<file path="src/ctcgd_pkg.sv">
// Shared types and constants of the CTC greedy plate decoder.
package ctcgd_pkg;

  localparam int unsigned PROB_W     = 16;
  localparam int unsigned ID_W       = 8;
  localparam int unsigned LABEL_ID_W = 7;
  localparam int unsigned LIMIT_W    = 7;
  localparam int unsigned CFG_DATA_W = 8;
  localparam int unsigned CFG_IDX_W  = 2;

  localparam logic [CFG_IDX_W-1:0] CFG_LABEL_COUNT = 2'd0;
  localparam logic [CFG_IDX_W-1:0] CFG_RANGE_LOW   = 2'd1;
  localparam logic [CFG_IDX_W-1:0] CFG_RANGE_HIGH  = 2'd2;

  localparam logic [CFG_DATA_W-1:0] LABEL_COUNT_RST = 8'd84;
  localparam logic [LIMIT_W-1:0]    RANGE_LOW_RST   = 7'd31;
  localparam logic [LIMIT_W-1:0]    RANGE_HIGH_RST  = 7'd63;

  localparam logic KIND_SYMBOL  = 1'b0;
  localparam logic KIND_SUMMARY = 1'b1;

  // One finished time step as seen by the back end.
  typedef struct packed {
    logic [ID_W-1:0]   id;
    logic [PROB_W-1:0] conf;
    logic              sym;
    logic              eos;
  } event_t;

  typedef enum logic [2:0] {
    BK_IDLE,
    BK_SYM,
    BK_DIV,
    BK_WAIT,
    BK_SUM
  } back_state_e;

  typedef enum logic [1:0] {
    LS_NONE,
    LS_HELD,
    LS_PASS
  } lead_stage_e;

endpackage

</file>
<file path="src/ctcgd_if.sv">
// Stream interfaces for label probabilities in and decoded results out.
interface ctcgd_in_if;
  import ctcgd_pkg::*;

  logic              valid;
  logic              ready;
  logic [PROB_W-1:0] probability;
  logic              end_of_sequence;

  modport source (output valid, output probability, output end_of_sequence, input ready);
  modport sink (input valid, input probability, input end_of_sequence, output ready);
endinterface

interface ctcgd_out_if;
  import ctcgd_pkg::*;

  logic                  valid;
  logic                  ready;
  logic                  kind;
  logic [LABEL_ID_W-1:0] label_id;
  logic [PROB_W-1:0]     confidence;
  logic [PROB_W-1:0]     average_confidence;
  logic                  no_symbols;
  logic                  last;

  modport source (output valid, output kind, output label_id, output confidence,
                  output average_confidence, output no_symbols, output last,
                  input ready);
  modport sink (input valid, input kind, input label_id, input confidence,
                input average_confidence, input no_symbols, input last,
                output ready);
endinterface

</file>
<file path="src/ctcgd_front.sv">
// Front end: per-step argmax scan, blank and repeat filtering, event generation.
module ctcgd_front #(
  parameter int unsigned MAX_LABELS = 128,
  parameter int unsigned PROB_BITS  = 16
) (
  input  logic                            clk_i,
  input  logic                            rst_ni,
  ctcgd_in_if.sink                        in_ch,
  input  logic [ctcgd_pkg::CFG_DATA_W-1:0] label_count_i,
  input  logic                            q_full_i,
  output logic                            push_o,
  output ctcgd_pkg::event_t               ev_o
);
  import ctcgd_pkg::*;

  localparam int unsigned IdxW = $clog2(MAX_LABELS);
  localparam logic [PROB_W-1:0] ProbMask =
    (PROB_BITS >= PROB_W) ? {PROB_W{1'b1}} : PROB_W'((1 << PROB_BITS) - 1);

  logic [IdxW-1:0]   pos_q, pos_d;
  logic [IdxW-1:0]   best_idx_q, best_idx_d;
  logic [PROB_W-1:0] best_val_q, best_val_d;
  logic [IdxW-1:0]   prev_q, prev_d;
  logic              prev_valid_q, prev_valid_d;

  logic [CFG_DATA_W:0] lc_eff;
  logic [CFG_DATA_W:0] lc_m1_full;
  logic [IdxW-1:0]     lc_m1;
  logic [PROB_W-1:0]   prob;
  logic                take;
  logic [PROB_W-1:0]   cur_val;
  logic [IdxW-1:0]     cur_idx;
  logic                step_end;
  logic                is_sym;
  logic                accept;

  // Clamp the label count into the supported range.
  always_comb begin
    if (label_count_i < CFG_DATA_W'(2)) begin
      lc_eff = (CFG_DATA_W + 1)'(2);
    end else if ({1'b0, label_count_i} > (CFG_DATA_W + 1)'(MAX_LABELS)) begin
      lc_eff = (CFG_DATA_W + 1)'(MAX_LABELS);
    end else begin
      lc_eff = {1'b0, label_count_i};
    end
    lc_m1_full = lc_eff - (CFG_DATA_W + 1)'(1);
    lc_m1      = lc_m1_full[IdxW-1:0];
  end

  assign prob     = in_ch.probability & ProbMask;
  assign take     = (pos_q == '0) || (prob > best_val_q);
  assign cur_val  = take ? prob : best_val_q;
  assign cur_idx  = take ? pos_q : best_idx_q;
  assign step_end = (pos_q >= lc_m1) || in_ch.end_of_sequence;
  assign is_sym   = (cur_idx != lc_m1) && (!prev_valid_q || (cur_idx != prev_q));

  assign in_ch.ready = !q_full_i;
  assign accept      = in_ch.valid && in_ch.ready;
  assign push_o      = accept && step_end && (is_sym || in_ch.end_of_sequence);

  always_comb begin
    ev_o.id   = ID_W'(cur_idx);
    ev_o.conf = cur_val;
    ev_o.sym  = is_sym;
    ev_o.eos  = in_ch.end_of_sequence;
  end

  always_comb begin
    pos_d        = pos_q;
    best_idx_d   = best_idx_q;
    best_val_d   = best_val_q;
    prev_d       = prev_q;
    prev_valid_d = prev_valid_q;
    if (accept) begin
      if (step_end) begin
        pos_d        = '0;
        best_idx_d   = '0;
        best_val_d   = '0;
        prev_d       = cur_idx;
        prev_valid_d = 1'b1;
        // The end of a sequence forgets the previous step.
        if (in_ch.end_of_sequence) begin
          prev_d       = '0;
          prev_valid_d = 1'b0;
        end
      end else begin
        pos_d      = pos_q + IdxW'(1);
        best_idx_d = cur_idx;
        best_val_d = cur_val;
      end
    end
  end

  always_ff @(posedge clk_i or negedge rst_ni) begin
    if (!rst_ni) begin
      pos_q        <= '0;
      best_idx_q   <= '0;
      best_val_q   <= '0;
      prev_q       <= '0;
      prev_valid_q <= 1'b0;
    end else begin
      pos_q        <= pos_d;
      best_idx_q   <= best_idx_d;
      best_val_q   <= best_val_d;
      prev_q       <= prev_d;
      prev_valid_q <= prev_valid_d;
    end
  end

endmodule

</file>
<file path="src/ctcgd_queue.sv">
// Small event queue between the front and back ends.
module ctcgd_queue #(
  parameter int unsigned DEPTH = 4
) (
  input  logic              clk_i,
  input  logic              rst_ni,
  input  logic              push_i,
  input  ctcgd_pkg::event_t data_i,
  output logic              full_o,
  input  logic              pop_i,
  output logic              empty_o,
  output ctcgd_pkg::event_t data_o
);
  import ctcgd_pkg::*;

  localparam int unsigned PtrW = (DEPTH > 1) ? $clog2(DEPTH) : 1;
  localparam int unsigned CntW = $clog2(DEPTH + 1);

  event_t            mem_q [DEPTH];
  logic [PtrW-1:0]   wr_ptr_q, rd_ptr_q;
  logic [CntW-1:0]   count_q;
  logic              do_push, do_pop;

  assign full_o  = (count_q == CntW'(DEPTH));
  assign empty_o = (count_q == '0);
  assign do_push = push_i && !full_o;
  assign do_pop  = pop_i && !empty_o;
  assign data_o  = mem_q[rd_ptr_q];

  always_ff @(posedge clk_i) begin
    if (do_push) begin
      mem_q[wr_ptr_q] <= data_i;
    end
  end

  always_ff @(posedge clk_i or negedge rst_ni) begin
    if (!rst_ni) begin
      wr_ptr_q <= '0;
      rd_ptr_q <= '0;
      count_q  <= '0;
    end else begin
      if (do_push) begin
        wr_ptr_q <= (wr_ptr_q == PtrW'(DEPTH - 1)) ? '0 : wr_ptr_q + PtrW'(1);
      end
      if (do_pop) begin
        rd_ptr_q <= (rd_ptr_q == PtrW'(DEPTH - 1)) ? '0 : rd_ptr_q + PtrW'(1);
      end
      if (do_push && !do_pop) begin
        count_q <= count_q + CntW'(1);
      end else if (do_pop && !do_push) begin
        count_q <= count_q - CntW'(1);
      end
    end
  end

endmodule

</file>
<file path="src/ctcgd_divider.sv">
// Radix-2 restoring divider, one quotient bit per cycle.
module ctcgd_divider #(
  parameter int unsigned NUM_W = 22,
  parameter int unsigned DEN_W = 7
) (
  input  logic             clk_i,
  input  logic             rst_ni,
  input  logic             start_i,
  input  logic [NUM_W-1:0] num_i,
  input  logic [DEN_W-1:0] den_i,
  output logic             busy_o,
  output logic             done_o,
  output logic [NUM_W-1:0] quot_o
);

  localparam int unsigned StepW = $clog2(NUM_W + 1);

  logic              busy_q;
  logic              done_q;
  logic [StepW-1:0]  step_q;
  logic [DEN_W-1:0]  rem_q;
  logic [NUM_W-1:0]  quo_q;
  logic [DEN_W-1:0]  den_q;
  logic [DEN_W:0]    trial;
  logic [DEN_W:0]    diff;
  logic              ge;

  assign trial  = {rem_q, quo_q[NUM_W-1]};
  assign ge     = trial >= {1'b0, den_q};
  assign diff   = trial - {1'b0, den_q};
  assign busy_o = busy_q;
  assign done_o = done_q;
  assign quot_o = quo_q;

  always_ff @(posedge clk_i) begin
    if (start_i) begin
      rem_q <= '0;
      quo_q <= num_i;
      den_q <= den_i;
    end else if (busy_q) begin
      rem_q <= ge ? diff[DEN_W-1:0] : trial[DEN_W-1:0];
      quo_q <= {quo_q[NUM_W-2:0], ge};
    end
  end

  always_ff @(posedge clk_i or negedge rst_ni) begin
    if (!rst_ni) begin
      busy_q <= 1'b0;
      done_q <= 1'b0;
      step_q <= '0;
    end else begin
      done_q <= 1'b0;
      if (start_i) begin
        busy_q <= 1'b1;
        step_q <= StepW'(NUM_W);
      end else if (busy_q) begin
        step_q <= step_q - StepW'(1);
        if (step_q == StepW'(1)) begin
          busy_q <= 1'b0;
          done_q <= 1'b1;
        end
      end
    end
  end

endmodule

</file>
<file path="src/ctcgd_back.sv">
// Back end: lead-symbol arbitration, result output register and summary.
module ctcgd_back #(
  parameter int unsigned MAX_STEPS = 64
) (
  input  logic                             clk_i,
  input  logic                             rst_ni,
  input  logic                             q_empty_i,
  input  ctcgd_pkg::event_t                ev_i,
  output logic                             pop_o,
  input  logic [ctcgd_pkg::LIMIT_W-1:0]    range_low_i,
  input  logic [ctcgd_pkg::LIMIT_W-1:0]    range_high_i,
  ctcgd_out_if.source                      out_ch
);
  import ctcgd_pkg::*;

  localparam int unsigned CntW = $clog2(MAX_STEPS + 1);
  localparam int unsigned SumW = PROB_W + CntW;

  back_state_e       state_q, state_d;
  lead_stage_e       stage_q, stage_d;
  logic [ID_W-1:0]   held_id_q, held_id_d;
  logic [PROB_W-1:0] held_conf_q, held_conf_d;
  logic              pa_v_q, pa_v_d;
  logic [ID_W-1:0]   pa_id_q, pa_id_d;
  logic [PROB_W-1:0] pa_conf_q, pa_conf_d;
  logic              pb_v_q, pb_v_d;
  logic [ID_W-1:0]   pb_id_q, pb_id_d;
  logic [PROB_W-1:0] pb_conf_q, pb_conf_d;
  logic              eos_q, eos_d;
  logic [SumW-1:0]   sum_q, sum_d;
  logic [CntW-1:0]   cnt_q, cnt_d;

  logic                  ov_q, ov_d;
  logic                  kind_q, kind_d;
  logic [LABEL_ID_W-1:0] lid_q, lid_d;
  logic [PROB_W-1:0]     conf_q, conf_d;
  logic [PROB_W-1:0]     avg_q, avg_d;
  logic                  nosym_q, nosym_d;
  logic                  last_q, last_d;

  logic            slot_free;
  logic            div_start, div_busy, div_done;
  logic [SumW-1:0] div_quot;
  logic            held_lead, ev_lead;

  ctcgd_divider #(
    .NUM_W(SumW),
    .DEN_W(CntW)
  ) u_div (
    .clk_i  (clk_i),
    .rst_ni (rst_ni),
    .start_i(div_start),
    .num_i  (sum_q),
    .den_i  (cnt_q),
    .busy_o (div_busy),
    .done_o (div_done),
    .quot_o (div_quot)
  );

  assign slot_free = !ov_q || out_ch.ready;
  assign held_lead = (held_id_q < {1'b0, range_low_i}) || (held_id_q > {1'b0, range_high_i});
  assign ev_lead   = (ev_i.id < {1'b0, range_low_i}) || (ev_i.id > {1'b0, range_high_i});

  assign out_ch.valid              = ov_q;
  assign out_ch.kind               = kind_q;
  assign out_ch.label_id           = lid_q;
  assign out_ch.confidence         = conf_q;
  assign out_ch.average_confidence = avg_q;
  assign out_ch.no_symbols         = nosym_q;
  assign out_ch.last               = last_q;

  always_comb begin
    state_d     = state_q;
    stage_d     = stage_q;
    held_id_d   = held_id_q;
    held_conf_d = held_conf_q;
    pa_v_d      = pa_v_q;
    pa_id_d     = pa_id_q;
    pa_conf_d   = pa_conf_q;
    pb_v_d      = pb_v_q;
    pb_id_d     = pb_id_q;
    pb_conf_d   = pb_conf_q;
    eos_d       = eos_q;
    sum_d       = sum_q;
    cnt_d       = cnt_q;
    ov_d        = ov_q && !out_ch.ready;
    kind_d      = kind_q;
    lid_d       = lid_q;
    conf_d      = conf_q;
    avg_d       = avg_q;
    nosym_d     = nosym_q;
    last_d      = last_q;
    pop_o       = 1'b0;
    div_start   = 1'b0;

    case (state_q)
      BK_IDLE: begin
        if (!q_empty_i) begin
          pop_o  = 1'b1;
          eos_d  = ev_i.eos;
          pa_v_d = 1'b0;
          pb_v_d = 1'b0;
          if (ev_i.sym) begin
            case (stage_q)
              LS_NONE: begin
                held_id_d   = ev_i.id;
                held_conf_d = ev_i.conf;
                stage_d     = LS_HELD;
                // A sequence that ends here releases its lone symbol at once.
                if (ev_i.eos) begin
                  pa_v_d    = 1'b1;
                  pa_id_d   = ev_i.id;
                  pa_conf_d = ev_i.conf;
                end
              end
              LS_HELD: begin
                pa_v_d = 1'b1;
                if (held_lead && ev_lead) begin
                  // Two lead symbols: only the more confident one survives.
                  if (held_conf_q < ev_i.conf) begin
                    pa_id_d   = ev_i.id;
                    pa_conf_d = ev_i.conf;
                  end else begin
                    pa_id_d   = held_id_q;
                    pa_conf_d = held_conf_q;
                  end
                end else begin
                  pa_id_d   = held_id_q;
                  pa_conf_d = held_conf_q;
                  pb_v_d    = 1'b1;
                  pb_id_d   = ev_i.id;
                  pb_conf_d = ev_i.conf;
                end
                stage_d = LS_PASS;
              end
              default: begin
                pa_v_d    = 1'b1;
                pa_id_d   = ev_i.id;
                pa_conf_d = ev_i.conf;
              end
            endcase
          end else if (stage_q == LS_HELD) begin
            pa_v_d    = 1'b1;
            pa_id_d   = held_id_q;
            pa_conf_d = held_conf_q;
          end
          if (pa_v_d) begin
            state_d = BK_SYM;
          end else if (ev_i.eos) begin
            state_d = BK_DIV;
          end
        end
      end
      BK_SYM: begin
        if (slot_free) begin
          ov_d    = 1'b1;
          kind_d  = KIND_SYMBOL;
          lid_d   = pa_id_q[LABEL_ID_W-1:0];
          conf_d  = pa_conf_q;
          avg_d   = '0;
          nosym_d = 1'b0;
          last_d  = 1'b0;
          if (cnt_q < CntW'(MAX_STEPS)) begin
            sum_d = sum_q + SumW'(pa_conf_q);
            cnt_d = cnt_q + CntW'(1);
          end
          if (pb_v_q) begin
            pa_id_d   = pb_id_q;
            pa_conf_d = pb_conf_q;
            pb_v_d    = 1'b0;
          end else begin
            pa_v_d  = 1'b0;
            state_d = eos_q ? BK_DIV : BK_IDLE;
          end
        end
      end
      BK_DIV: begin
        if (cnt_q == '0) begin
          state_d = BK_SUM;
        end else begin
          div_start = 1'b1;
          state_d   = BK_WAIT;
        end
      end
      BK_WAIT: begin
        if (div_done) begin
          state_d = BK_SUM;
        end
      end
      BK_SUM: begin
        if (slot_free) begin
          ov_d        = 1'b1;
          kind_d      = KIND_SUMMARY;
          lid_d       = '0;
          conf_d      = '0;
          avg_d       = (cnt_q == '0) ? '0 : div_quot[PROB_W-1:0];
          nosym_d     = (cnt_q == '0);
          last_d      = 1'b1;
          stage_d     = LS_NONE;
          held_id_d   = '0;
          held_conf_d = '0;
          sum_d       = '0;
          cnt_d       = '0;
          eos_d       = 1'b0;
          state_d     = BK_IDLE;
        end
      end
      default: begin
        state_d = BK_IDLE;
      end
    endcase
  end

  always_ff @(posedge clk_i) begin
    pa_id_q   <= pa_id_d;
    pa_conf_q <= pa_conf_d;
    pb_id_q   <= pb_id_d;
    pb_conf_q <= pb_conf_d;
    kind_q    <= kind_d;
    lid_q     <= lid_d;
    conf_q    <= conf_d;
    avg_q     <= avg_d;
    nosym_q   <= nosym_d;
    last_q    <= last_d;
  end

  always_ff @(posedge clk_i or negedge rst_ni) begin
    if (!rst_ni) begin
      state_q     <= BK_IDLE;
      stage_q     <= LS_NONE;
      held_id_q   <= '0;
      held_conf_q <= '0;
      pa_v_q      <= 1'b0;
      pb_v_q      <= 1'b0;
      eos_q       <= 1'b0;
      sum_q       <= '0;
      cnt_q       <= '0;
      ov_q        <= 1'b0;
    end else begin
      state_q     <= state_d;
      stage_q     <= stage_d;
      held_id_q   <= held_id_d;
      held_conf_q <= held_conf_d;
      pa_v_q      <= pa_v_d;
      pb_v_q      <= pb_v_d;
      eos_q       <= eos_d;
      sum_q       <= sum_d;
      cnt_q       <= cnt_d;
      ov_q        <= ov_d;
    end
  end

  a_cnt_capped: assert property (@(posedge clk_i) disable iff (!rst_ni)
    cnt_q <= CntW'(MAX_STEPS))
    else $error("symbol count exceeds its cap");

  a_pend_order: assert property (@(posedge clk_i) disable iff (!rst_ni)
    pb_v_q |-> (pa_v_q && state_q == BK_SYM))
    else $error("second pending symbol without a first one");

  a_div_running: assert property (@(posedge clk_i) disable iff (!rst_ni)
    (state_q == BK_WAIT && !div_done) |-> div_busy)
    else $error("waiting on an idle divider");

  a_summary_clears: assert property (@(posedge clk_i) disable iff (!rst_ni)
    (state_q == BK_SUM && slot_free) |=>
      (stage_q == LS_NONE && cnt_q == '0 && ov_q && last_q))
    else $error("sequence state not cleared after summary");

endmodule

</file>
<file path="src/ctc_greedy_plate_decoder_core.sv">
// Top level of the CTC greedy plate decoder: configuration registers and the two halves.
// The decoder takes one label probability per cycle, unless the event queue is full; the
// front end tracks the running argmax and, at the last label of a step that yields a symbol
// or ends a sequence, hands an event to a four-entry queue. The back end takes an event and
// then emits its pending symbols, and at the end of a sequence it runs a bit-serial divider
// for the mean confidence before presenting the summary. Input is held off only while the
// event queue is full, so steady streaming keeps one item per cycle while the queue has room.
// Configuration writes take effect at the next clock edge and should be made while idle.
module ctc_greedy_plate_decoder_core #(
  parameter int unsigned MAX_LABELS = 128,
  parameter int unsigned MAX_STEPS  = 64,
  parameter int unsigned PROB_BITS  = 16
) (
  input  logic                              clk_i,
  input  logic                              rst_ni,
  ctcgd_in_if.sink                          in_ch,
  ctcgd_out_if.source                       out_ch,
  input  logic                              cfg_we_i,
  input  logic [ctcgd_pkg::CFG_IDX_W-1:0]   cfg_idx_i,
  input  logic [ctcgd_pkg::CFG_DATA_W-1:0]  cfg_data_i
);
  import ctcgd_pkg::*;

  logic [CFG_DATA_W-1:0] label_count_q;
  logic [LIMIT_W-1:0]    range_low_q;
  logic [LIMIT_W-1:0]    range_high_q;

  logic   push, q_full, pop, q_empty;
  event_t ev_in, ev_out;

  always_ff @(posedge clk_i or negedge rst_ni) begin
    if (!rst_ni) begin
      label_count_q <= LABEL_COUNT_RST;
      range_low_q   <= RANGE_LOW_RST;
      range_high_q  <= RANGE_HIGH_RST;
    end else if (cfg_we_i) begin
      case (cfg_idx_i)
        CFG_LABEL_COUNT: label_count_q <= cfg_data_i;
        CFG_RANGE_LOW:   range_low_q   <= cfg_data_i[LIMIT_W-1:0];
        CFG_RANGE_HIGH:  range_high_q  <= cfg_data_i[LIMIT_W-1:0];
        default: begin
        end
      endcase
    end
  end

  ctcgd_front #(
    .MAX_LABELS(MAX_LABELS),
    .PROB_BITS (PROB_BITS)
  ) u_front (
    .clk_i        (clk_i),
    .rst_ni       (rst_ni),
    .in_ch        (in_ch),
    .label_count_i(label_count_q),
    .q_full_i     (q_full),
    .push_o       (push),
    .ev_o         (ev_in)
  );

  ctcgd_queue u_queue (
    .clk_i  (clk_i),
    .rst_ni (rst_ni),
    .push_i (push),
    .data_i (ev_in),
    .full_o (q_full),
    .pop_i  (pop),
    .empty_o(q_empty),
    .data_o (ev_out)
  );

  ctcgd_back #(
    .MAX_STEPS(MAX_STEPS)
  ) u_back (
    .clk_i       (clk_i),
    .rst_ni      (rst_ni),
    .q_empty_i   (q_empty),
    .ev_i        (ev_out),
    .pop_o       (pop),
    .range_low_i (range_low_q),
    .range_high_i(range_high_q),
    .out_ch      (out_ch)
  );

endmodule

</file>
<file path="src/flat_wrapper.sv">
// flat-port wrapper written by rule: the top's interface ports become plain ports
module ctc_greedy_plate_decoder_core_flat import ctcgd_pkg::*;
#(
  parameter int unsigned MAX_LABELS = 128,
  parameter int unsigned MAX_STEPS  = 64,
  parameter int unsigned PROB_BITS  = 16
)
  (clk_i, rst_ni, cfg_we_i, cfg_idx_i, cfg_data_i, in_ch_valid, in_ch_probability, in_ch_end_of_sequence, in_ch_ready, out_ch_valid, out_ch_kind, out_ch_label_id, out_ch_confidence, out_ch_average_confidence, out_ch_no_symbols, out_ch_last, out_ch_ready);
  ctcgd_in_if in_ch_i ();
  ctcgd_out_if out_ch_i ();
  input  logic clk_i;
  input  logic rst_ni;
  input  logic cfg_we_i;
  input  logic [ctcgd_pkg::CFG_IDX_W-1:0] cfg_idx_i;
  input  logic [ctcgd_pkg::CFG_DATA_W-1:0] cfg_data_i;
  input wire logic [$bits(in_ch_i.valid)-1:0] in_ch_valid;
  input wire logic [$bits(in_ch_i.probability)-1:0] in_ch_probability;
  input wire logic [$bits(in_ch_i.end_of_sequence)-1:0] in_ch_end_of_sequence;
  output wire logic [$bits(in_ch_i.ready)-1:0] in_ch_ready;
  output wire logic [$bits(out_ch_i.valid)-1:0] out_ch_valid;
  output wire logic [$bits(out_ch_i.kind)-1:0] out_ch_kind;
  output wire logic [$bits(out_ch_i.label_id)-1:0] out_ch_label_id;
  output wire logic [$bits(out_ch_i.confidence)-1:0] out_ch_confidence;
  output wire logic [$bits(out_ch_i.average_confidence)-1:0] out_ch_average_confidence;
  output wire logic [$bits(out_ch_i.no_symbols)-1:0] out_ch_no_symbols;
  output wire logic [$bits(out_ch_i.last)-1:0] out_ch_last;
  input wire logic [$bits(out_ch_i.ready)-1:0] out_ch_ready;
  assign in_ch_i.valid = in_ch_valid;
  assign in_ch_i.probability = in_ch_probability;
  assign in_ch_i.end_of_sequence = in_ch_end_of_sequence;
  assign in_ch_ready = in_ch_i.ready;
  assign out_ch_valid = out_ch_i.valid;
  assign out_ch_kind = out_ch_i.kind;
  assign out_ch_label_id = out_ch_i.label_id;
  assign out_ch_confidence = out_ch_i.confidence;
  assign out_ch_average_confidence = out_ch_i.average_confidence;
  assign out_ch_no_symbols = out_ch_i.no_symbols;
  assign out_ch_last = out_ch_i.last;
  assign out_ch_i.ready = out_ch_ready;
  ctc_greedy_plate_decoder_core #(.MAX_LABELS(MAX_LABELS), .MAX_STEPS(MAX_STEPS), .PROB_BITS(PROB_BITS)) u_core (.clk_i(clk_i), .rst_ni(rst_ni), .in_ch(in_ch_i), .out_ch(out_ch_i), .cfg_we_i(cfg_we_i), .cfg_idx_i(cfg_idx_i), .cfg_data_i(cfg_data_i));
endmodule
</file>
<file path="config.mk">
export PLATFORM = sky130hd
export DESIGN_NAME = ctc_greedy_plate_decoder_core_flat
export DESIGN_NICKNAME = d
export VERILOG_FILES = /design/src/ctcgd_pkg.sv /design/src/ctcgd_if.sv /design/src/ctcgd_front.sv /design/src/ctcgd_queue.sv /design/src/ctcgd_divider.sv /design/src/ctcgd_back.sv /design/src/ctc_greedy_plate_decoder_core.sv /design/src/flat_wrapper.sv
export SDC_FILE = /design/constraint.sdc
export NUM_CORES = 1
export LEC_CHECK = 0
export ABC_AREA = 1
export BUFFER_PORTS_ARGS = -buffer_cell sky130_fd_sc_hd__buf_2
export CAP_MARGIN = 5
export CORE_AREA = 2 2 257 259
export CTS_CLUSTER_DIAMETER = 60
export CTS_CLUSTER_SIZE = 40
export DETAILED_ROUTE_END_ITERATION = 8
export DIE_AREA = 0 0 259 261
export GPL_TIMING_DRIVEN = 1
export SETUP_SLACK_MARGIN = 0.1
export SLEW_MARGIN = 20
export SYNTH_ARGS = -nofsm -noshare
export SYNTH_HDL_FRONTEND = slang
export SYNTH_HIERARCHICAL = 1
export SYNTH_SLANG_ARGS = --single-unit
</file>
<file path="constraint.sdc">
create_clock -name clk_i -period 4.7 [get_ports clk_i]
set_clock_uncertainty 0.05 [all_clocks]
set_input_delay 0.235 -clock clk_i [delete_from_list [all_inputs] [get_ports clk_i]]
set_output_delay 0.235 -clock clk_i [all_outputs]
set_load 0.005 [all_outputs]
</file>
==> flow_summary_export.csv, run 1 <==
group,metric,value,unit
die,die_y,261,um
detailed_routing,ant_nets,0,
global_routing,grt_pass1_wl,69.9,mm
detailed_routing,wl,42.7,mm
global_routing,grt-ovfl-total,0,
die,die_w,259,um
final_layout,diodes,0,
status,status,"finished, final reports clean",
sta,period_needed,4190,ps
global_routing,grt_antenna_before_repair,0,
sta,tightest_slew,980,ps
logic_synthesis,synth_top_area_share,0.344,
power_and_ir_drop,power.total,0.00899,W
cts,cts_tree,"built",
power_and_ir_drop,power_density,410,nW/um^2
detailed_routing,wl_per_cell,13.8,um
setup_path,max_stage_delay,540,ps
detailed_routing,dr.pass1.iters,5,
sta,setup_violations,0,
global_routing,grt_max_degree,95,
logic_synthesis,ys.flop_type,"edfxtp_1",
placed_design,detailed_place_hpwl,30.4,mm
detailed_routing,vias_per_cell,4.53,
logic_synthesis,ys_ff_latch,364,
logic_synthesis,synthTopCellsByArea,"edfxtp_1 (34%), dfrtp_1 (16%), nand2_1 (11%), inv_1 (6.7%), ha_1 (6.5%)",
die,dieArea,67600,sq um
logic_synthesis,syn_inst,2119,
cts,worstSkewPairLatency,600,ps
setup_path,worstPathArrival,4630,ps
logic_synthesis,syn_nets,2254,
sta,fmax,239,MHz
sta,fin_setup_tns,0,ps
logic_synthesis,async_reset_ff_frac,0.374,
sta,rsz0062_at_grt,"no",
logic_synthesis,synth-seq-area-share,0.528,
sta,finalCritPeriodShare,0.891,
sta,slew_violations,0,
die,rows,94,
logic_synthesis,synth_edf_count,221,
logic_synthesis,yosysUniqueCellTypes,61,
die,ios,76,
setup_path,crit_slowest_cell,"dfstp_2",
sta,slew_headroom,0.344,
cts,postCtsSetupBuffers,0,
power_and_ir_drop,p_leak,9.96,nW
setup_path,cp_max_fo,7,
setup_path,crit_required,5140,ps
setup_path,path_common_cell,"inv_1",
cts,clock_path_buffers,3,
logic_synthesis,yosysWarnings,6,
sta,hold_violations,0,
power_and_ir_drop,peakVddDrop,0.414,mV
global_routing,track_usage,0.126,
logic_synthesis,synth_commonest_cells,"nand2_1 (550), inv_1 (343), edfxtp_1 (221), nand3_1 (129), nor2_1 (129)",
setup_path,startpoint_type,"flip-flop",
run,cap_violations,0,
setup_path,crit_path_end_kind,"flip-flop",
final_layout,syn_to_final_growth,13.6,%
logic_synthesis,synth_most_common_cell,"nand2_1",
detailed_routing,first_iter_violations,830,
final_layout,instances_no_fill,3088,
global_routing,grt_pass1_vias,13700,
sta,hold_ws,30.7,ps
final_layout,drive_gt1_frac,0.129,
worst_hold_path,worstHoldPathType,"in -> reg",
cts,clkTransAtPathRegs,90,ps
cts,htreeDepth,1,
cts,cts.sinks,364,
final_layout,nets,2334,
final_layout,nFillCells,6630,
placed_design,gp_congestion,0.861,
cts,cts_root_buffer,"clkbuf_16",
detailed_routing,drc_errors,0,
die,coreArea,65000,sq um
die,initial_core_util,0.297,
logic_synthesis,synth_area,19300,sq um
setup_path,setup.worst_path.class,"reg -> reg",
placed_design,dp_cells,3015,
detailed_routing,via_count,14000,
logic_synthesis,synth_top_area_cell,"edfxtp_1",
logic_synthesis,avgSynthCellArea,9.12,sq um
placed_design,port_buffers,75,
cts,cts_buffers,31,
[final cells by class]
type,instances,area [sq um],area share
multi-input combinational,1321,7350,0.335
timing repair buffer,118,767,0.0350
sequential,364,10200,0.465
inverter,363,1370,0.0622
tap,864,1080,0.0493
clock buffer,32,779,0.0355
clock inverter,26,398,0.0181
[sequential cells by signal (all words and copies together) (netlist names), 8 cells and up]
register and count:
u_core/u_back/out_ch.average_confidence 16, u_core/u_back/sum_q 23, u_core/label_count_q 8, u_core/u_back/held_conf_q 16, u_core/u_queue/mem_q 104, u_core/u_front/best_val_q 16
u_core/u_back/u_div/quot_o 23, u_core/u_back/held_id_q 8, u_core/u_back/pb_conf_q 16, u_core/u_back/out_ch.confidence 16, u_core/u_back/pa_conf_q 16
[kinds of logic after synthesis]
group | after synthesis | share of synthesized area
DFF | 364 | 0.528
buffers and inverters | 434 | 0.0938
AOI/OAI and AO/OA | 259 | 0.0853
and+or+nand+nor | 941 | 0.216
xor gates and xnor gates | 17 | 0.00887
adders and majority gates | 103 | 0.0679
other | 1 | 0.000194
[through the flow]
step / util / worst slack [ps] / cell area (sq um)
global route: 0.337 / 119 / 21900
finish: 0.337 / 513 / 21900
floorplan: - / 379 / 19300
CTS: 0.337 / 332 / 21900
global placement: 0.317 / 449 / 20600
detailed placement: 0.317 / 351 / 20600
[report_power, final]
part / switching [W] / total (W) / leakage [nW] / internal [W]
registers: 0.000153 / 0.00405 / 3.66 / 0.00389
logic: 0.00144 / 0.00211 / 5.75 / 0.000669
clock network: 0.00147 / 0.00284 / 0.556 / 0.00136
total: 0.00307 / 0.00899 / 9.96 / 0.00593
[layer usage]
layer	global-route usage	routed length [um]	vias up
met3	0.0172	1660	44
met5	0	0	-
met2	0.213	20000	227
met4	0.0308	898	0
met1	0.169	20100	6596
li1	-	-	7117
[layout by cell type (no fill, tap or decap), types with 7 or more instances in the layout]
cell type      count
ha_1             100
dfrtp_1          121
o211ai_1          32
inv_1            343
clkinv_8           8
a21oi_1           58
xor2_1             9
nand2_1          548
o21ai_1           12
nand4_1           48
dfxtp_1            7
clkbuf_16         31
nand3_1          129
buf_4             26
buf_2             74
nand3b_1           8
o211ai_2          20
dlygate4sd3_1     15
inv_2             18
nand3_2            9
nand2_2           23
nor3_1            14
nor2_1           124
o22ai_1           26
o21ai_0           83
dfstp_2           14
edfxtp_1         221
nor2_2            13
[final timing paths]
kind | slack, ps | depth (start not counted) | to | startpoint
setup / recovery | 510 | 25 | u_core/u_queue/count_q[1] | u_core/label_count_q[2]
hold / removal | 30 | 4 | u_core/u_back/out_ch.valid | out_ch_ready
setup reg to reg | 510 | 25 | u_core/u_queue/count_q[1] | u_core/label_count_q[2]
hold reg to reg | 410 | 2 | u_core/range_high_q[2] | u_core/range_high_q[2]
max in group asynchronous | 3220 | 3 | u_core/u_front/best_idx_q[2] | rst_ni
min in group asynchronous | 260 | 2 | u_core/label_count_q[5] | rst_ni
[timing repair]
action	4_1_cts	5_1_grt
endpoints found under the hold margin	105	0
hold buffers	15	0
gates resized for setup	0	2
setup endpoints to repair	0	2
[worst max-delay path, delay by kind of cell, from the launching register on]
kind	cells	cell delay (ps)
adder cells (fa/ha/maj)	4	1130
AND/OR/NAND/NOR	8	880
AO/OA/AOI/OAI	5	660
buffers and inverters	7	570
flip-flops	1	540
XOR/XNOR	1	240
Power figures use the tool's default switching activity.
==> run 2, diff against run 1 <==
GPL_TIMING_DRIVEN = unset   (was 1)
TNS_END_PERCENT = 5   (was unset)
clock period = 4.9 ns   (was 4.7 ns; I/O delays follow)
==> run 2 against run 1 <==
Net effect: flip-flop and latch count unchanged; critical path depth unchanged; die area unchanged; worst setup slack improved by 53 ps; fmax decreased by 3.4%; global-route usage increased by 0.069 points.
==> flow_summary_export.csv, run 2 (synthesized netlist as in run 1, its figures left out) <==
group,metric,value,unit
setup_path,setup.worst_path.class,"reg -> reg",
placed_design,gp_congestion,0.867,
setup_path,crit_path_end_kind,"flip-flop",
cts,clock_path_buffers,3,
cts,cts_tree,"built",
die,coreArea,65000,sq um
detailed_routing,wl_per_cell,13.9,um
cts,worstSkewPairLatency,570,ps
setup_path,worstPathArrival,4720,ps
placed_design,postPlaceCellArea,20600,sq um
final_layout,layout.cells.most_common,"nand2_1",
sta,period_needed,4330,ps
worst_hold_path,worstHoldStart,"cfg_idx_i[0]",
global_routing,grt_pass1_vias,13700,
setup_path,r2r_start,"u_core/label_count_q[2]",
sta,hold_violations,0,
die,die_w,259,um
cts,cts_buffers,34,
sta,tightest_slew,1020,ps
power_and_ir_drop,peakVddDrop,0.324,mV
power_and_ir_drop,switchingPower,0.00296,W
global_routing,grt_pass1_wl,69.6,mm
global_routing,grt_max_degree,80,
run,cap_violations,0,
cts,htreeDepth,2,
sta,slew_headroom,0.323,
global_routing,track_usage,0.126,
sta,slew_violations,0,
sta,finalCritPeriodShare,0.884,
final_layout,nets,2332,
placed_design,detailed_place_hpwl,30.1,mm
detailed_routing,wl,43.0,mm
placed_design,port_buffers,75,
final_layout,largest-register,"u_core/u_queue/mem_q",
worst_hold_path,hold_depth,3,
status,status,"finished, final reports clean",
power_and_ir_drop,clkPwrFrac,0.330,
setup_path,timing.rr.end,"u_core/u_queue/count_q[1]",
cts,clkTransAtPathRegs,80,ps
cts,cts_root_buffer,"clkbuf_16",
final_layout,largest_reg_flops,104,
power_and_ir_drop,power_density,401,nW/um^2
global_routing,grt-ovfl-total,0,
global_routing,grt_antenna_before_repair,0,
placed_design,dp_cells,3012,
die,die_y,261,um
power_and_ir_drop,p_leak,9.98,nW
setup_path,crit_slowest_cell,"dfstp_2",
detailed_routing,vias_per_cell,4.56,
cts,ctsResizeCount,0,
die,rows,94,
power_and_ir_drop,swShare,0.336,
sta,rsz0062_at_grt,"no",
final_layout,instances_no_fill,3087,
sta,setup_violations,0,
sta,fin_setup_tns,0,ps
setup_path,rrSetupSlack,570,ps
die,ios,76,
sta,hold_ws,45.1,ps
setup_path,max_stage_delay,540,ps
die,initial_core_util,0.297,
setup_path,cp_max_fo,7,
setup_path,ff2ff_path_depth,25,
worst_hold_path,worstHoldEndpoint,"u_core/range_low_q[3]",
detailed_routing,via_count,14100,
setup_path,startpoint_type,"flip-flop",
power_and_ir_drop,intPower,0.00584,W
detailed_routing,dr.pass1.iters,8,
power_and_ir_drop,seq_power_share,0.441,
final_layout,syn_to_final_growth,13.6,%
setup_path,path_common_cell,"inv_1",
final_layout,fin_area,21900,sq um
final_layout,drive_gt1_frac,0.130,
detailed_routing,ant_nets,0,
sta,fmax,231,MHz
power_and_ir_drop,power_frac_comb,0.229,
final_layout,diodes,0,
setup_path,crit_required,5290,ps
cts,cts.sinks,364,
detailed_routing,first_iter_violations,874,
final_layout,nFillCells,6620,
worst_hold_path,worstHoldPathType,"in -> reg",
detailed_routing,drc_errors,0,
die,dieArea,67600,sq um
final_layout,layout_common_cells,"nand2_1 (549), inv_1 (343), edfxtp_1 (221)",
-- run 2: repair_timing --
item | 4_1_cts | 5_1_grt
hold buffers | 13 | 0
buffers inserted | 0 | 0
endpoints found under the hold margin | 72 | 0
-- run 2: power by group through the flow --
stage          sequential, W  combinational [W]  clock, W
3_5_place_dp         0.00394            0.00199         0
3_3_place_gp         0.00393            0.00193         0
5_1_grt              0.00392            0.00229   0.00311
6_report             0.00388            0.00201   0.00291
4_1_cts              0.00388            0.00201   0.00300
2_1_floorplan        0.00391            0.00146         0
-- run 2: worst max path at each step --
stage	startpoint	end	slack, ps
5_1_grt	u_core/label_count_q[2]	u_core/u_queue/count_q[1]	250
6_report	u_core/label_count_q[2]	u_core/u_queue/count_q[1]	570
2_1_floorplan	u_core/label_count_q[2]	u_core/u_queue/mem_q[0][0]	580
3_3_place_gp	u_core/label_count_q[2]	u_core/u_queue/count_q[1]	680
3_5_place_dp	u_core/label_count_q[2]	u_core/u_queue/count_q[1]	610
4_1_cts	u_core/label_count_q[2]	u_core/u_queue/count_q[1]	580
-- run 2: per-stage QoR --
stage	worst slack, ps	power (W)	utilization
3_3_place_gp	677	0.00586	0.316
3_5_place_dp	612	0.00593	0.316
2_1_floorplan	579	0.00537	-
6_report	566	0.00880	0.337
5_1_grt	249	0.00932	0.337
4_1_cts	579	0.00889	0.337
-- run 2: metal layers --
layer / wire length [um] / vias to the layer above / track usage
met4: 909 / 0 / 0.0364
met3: 1760 / 59 / 0.0189
met5: 0 / - / 0
met2: 19800 / 257 / 0.210
met1: 20600 / 6652 / 0.171
li1: - / 7110 / -
-- run 2: cell type report --
type	count	area, sq um	area share
clock buffers	34	851	0.0388
well taps	864	1080	0.0493
clock inverters	28	407	0.0185
multi-input cells	1321	7340	0.334
repair buffers	113	699	0.0319
inverters	363	1370	0.0622
flip-flops and latches	364	10200	0.465
-- run 2: critical path, delay by kind of cell (launching register included) --
kind / cells / cell delay, ps
compound gates: 5 / 630
buf+inv: 7 / 580
simple gates: 8 / 1010
fa+ha+maj: 4 / 1130
xor+xnor: 1 / 240
flops: 1 / 540
==> run 3, diff against run 2 <==
clock period = 4.6 ns   (was 4.9 ns; I/O delays follow)
==> run 3 against run 2 <==
Net effect: count of clock-buffer cells in the layout decreased by 4; largest power group unchanged; worst hold slack got worse by 11 ps; highest routed layer unchanged; core utilization is 0.13 points lower; design area decreased by 0.38%; power increased by 2.8%; largest cell class unchanged; clock power shrank 5%.
==> flow_summary_export.csv, run 3 (synthesized netlist as in run 1, its figures left out) <==
group,metric,value,unit
placed_design,gp_congestion,0.877,
detailed_routing,first_iter_violations,909,
die,die_w,259,um
final_layout,drive_gt1_frac,0.127,
setup_path,timing.rr.end,"u_core/u_queue/count_q[1]",
global_routing,track_usage,0.126,
sta,slew_violations,0,
sta,period_needed,4070,ps
cts,clock_path_buffers,3,
global_routing,met3_usage,0.0185,
worst_hold_path,worstHoldEndpoint,"u_core/u_back/out_ch.valid",
die,coreArea,65000,sq um
detailed_routing,wl_per_cell,13.8,um
setup_path,path_common_cell,"inv_1",
die,dieArea,67600,sq um
power_and_ir_drop,peakVddDrop,0.311,mV
setup_path,rrSetupSlack,530,ps
final_layout,instances_no_fill,3082,
cts,worstSkewPairLatency,590,ps
detailed_routing,ant_nets,0,
setup_path,ff2ff_path_depth,25,
cts,cts.sinks,364,
die,die_y,261,um
die,initial_core_util,0.297,
power_and_ir_drop,swShare,0.336,
cts,cts_tree,"built",
final_layout,largest-register,"u_core/u_queue/mem_q",
placed_design,postPlaceCellArea,20600,sq um
global_routing,grt.busiest_layer,"met2",
setup_path,startpoint_type,"flip-flop",
power_and_ir_drop,power_frac_comb,0.240,
final_layout,nets,2331,
worst_hold_path,worstHoldStart,"out_ch_ready",
run,cap_violations,0,
status,status,"finished, final reports clean",
sta,hold_violations,0,
setup_path,max_stage_delay,540,ps
final_layout,largest_reg_flops,104,
sta,rsz0062_at_grt,"no",
setup_path,cp_max_fo,6,
power_and_ir_drop,p_leak,9.93,nW
detailed_routing,wl,42.6,mm
sta,hold_ws,34.3,ps
sta,slew_headroom,0.342,
power_and_ir_drop,intPower,0.00601,W
sta,fmax,246,MHz
setup_path,r2r_start,"u_core/label_count_q[2]",
setup_path,path_buf_inv,7,
final_layout,syn_to_final_growth,13.1,%
final_layout,diodes,0,
setup_path,crit_path_end_kind,"flip-flop",
final_layout,layout.cells.most_common,"nand2_1",
global_routing,grt-ovfl-total,0,
cts,htreeDepth,1,
sta,tightest_slew,984,ps
worst_hold_path,worstHoldPathType,"in -> reg",
sta,fin_setup_tns,0,ps
power_and_ir_drop,switchingPower,0.00304,W
placed_design,port_buffers,75,
final_layout,nFillCells,6653,
global_routing,grt_pass1_vias,13800,
setup_path,crit_slowest_cell,"dfstp_2",
cts,cts_root_buffer,"clkbuf_16",
die,ios,76,
global_routing,met1_usage,0.171,
setup_path,crit_required,5030,ps
power_and_ir_drop,clkPwrFrac,0.304,
detailed_routing,dr.pass1.iters,6,
cts,cts_buffers,29,
setup_path,cp_top_family,"adder cells",
placed_design,dp_cells,3015,
global_routing,grt_max_degree,95,
detailed_routing,vias_per_cell,4.54,
global_routing,grt_antenna_before_repair,0,
placed_design,detailed_place_hpwl,30.2,mm
sta,finalCritPeriodShare,0.885,
die,rows,94,
global_routing,use_met2,0.214,
sta,setup_violations,0,
power_and_ir_drop,power_density,414,nW/um^2
detailed_routing,via_count,14000,
cts,clkTransAtPathRegs,90,ps
detailed_routing,drc_errors,0,
final_layout,layout_common_cells,"nand2_1 (549), inv_1 (343), edfxtp_1 (221)",
global_routing,grt_pass1_wl,70.3,mm
final_layout,fin_area,21900,sq um
worst_hold_path,hold_depth,4,
setup_path,setup.worst_path.class,"reg -> reg",
power_and_ir_drop,seq_power_share,0.456,
setup_path,worstPathArrival,4500,ps
[run 3: worst min-delay path, cell delays in order]
cell     delay [ps]
buf_2            70
nor2_1           90
inv_1           120
nand3_1         100
[run 3: layer usage]
layer,vias to the layer above,part of all wire
li1,7116,-
met1,6579,0.48
met2,233,0.46
met3,57,0.041
met4,0,0.019
met5,-,0
[run 3: cell type report]
| type | instances | area (sq um) | share of cell area |
|---|---|---|---|
| Tap cell | 864 | 1080 | 0.0495 |
| Clock inverter | 23 | 357 | 0.0163 |
| Timing Repair Buffer | 117 | 782 | 0.0358 |
| Inverter | 363 | 1370 | 0.0624 |
| Sequential cell | 364 | 10200 | 0.467 |
| Multi-Input combinational cell | 1321 | 7340 | 0.336 |
| Clock buffer | 30 | 729 | 0.0334 |
[run 3: power by group through the flow]
stage,logic [W],clock network [W],registers [W]
3_3_place_gp,0.00208,0,0.00419
2_1_floorplan,0.00155,0,0.00417
5_1_grt,0.00248,0.00294,0.00417
3_5_place_dp,0.00215,0,0.00420
4_1_cts,0.00217,0.00284,0.00413
6_report,0.00217,0.00275,0.00413
[run 3: stage by stage]
step / power, W / utilization / worst slack, ps
final: 0.00905 / 0.336 / 530
after global routing: 0.00958 / 0.336 / 116
after CTS: 0.00914 / 0.336 / 491
after detailed placement: 0.00635 / 0.317 / 498
after global placement: 0.00627 / 0.317 / 577
after floorplan: 0.00572 / - / 279
[run 3: how the worst max path moves through the flow]
stage | start | to | slack [ps] | cells after the start
finish | u_core/label_count_q[2] | u_core/u_queue/count_q[1] | 530 | 25
global route | u_core/label_count_q[2] | u_core/u_queue/count_q[2] | 120 | 28
global placement | u_core/label_count_q[2] | u_core/u_queue/count_q[1] | 580 | 25
CTS | u_core/label_count_q[2] | u_core/u_queue/count_q[1] | 490 | 25
floorplan | u_core/label_count_q[2] | u_core/u_queue/mem_q[0][0] | 280 | 20
detailed placement | u_core/label_count_q[2] | u_core/u_queue/count_q[1] | 500 | 25
[run 3: repair_timing]
action / in CTS / in global routing
hold endpoints to repair: 105 / 0
buffers inserted: 0 / 0
hold buffers: 14 / 0
gates resized for setup: 0 / 1
setup endpoints to repair: 0 / 2
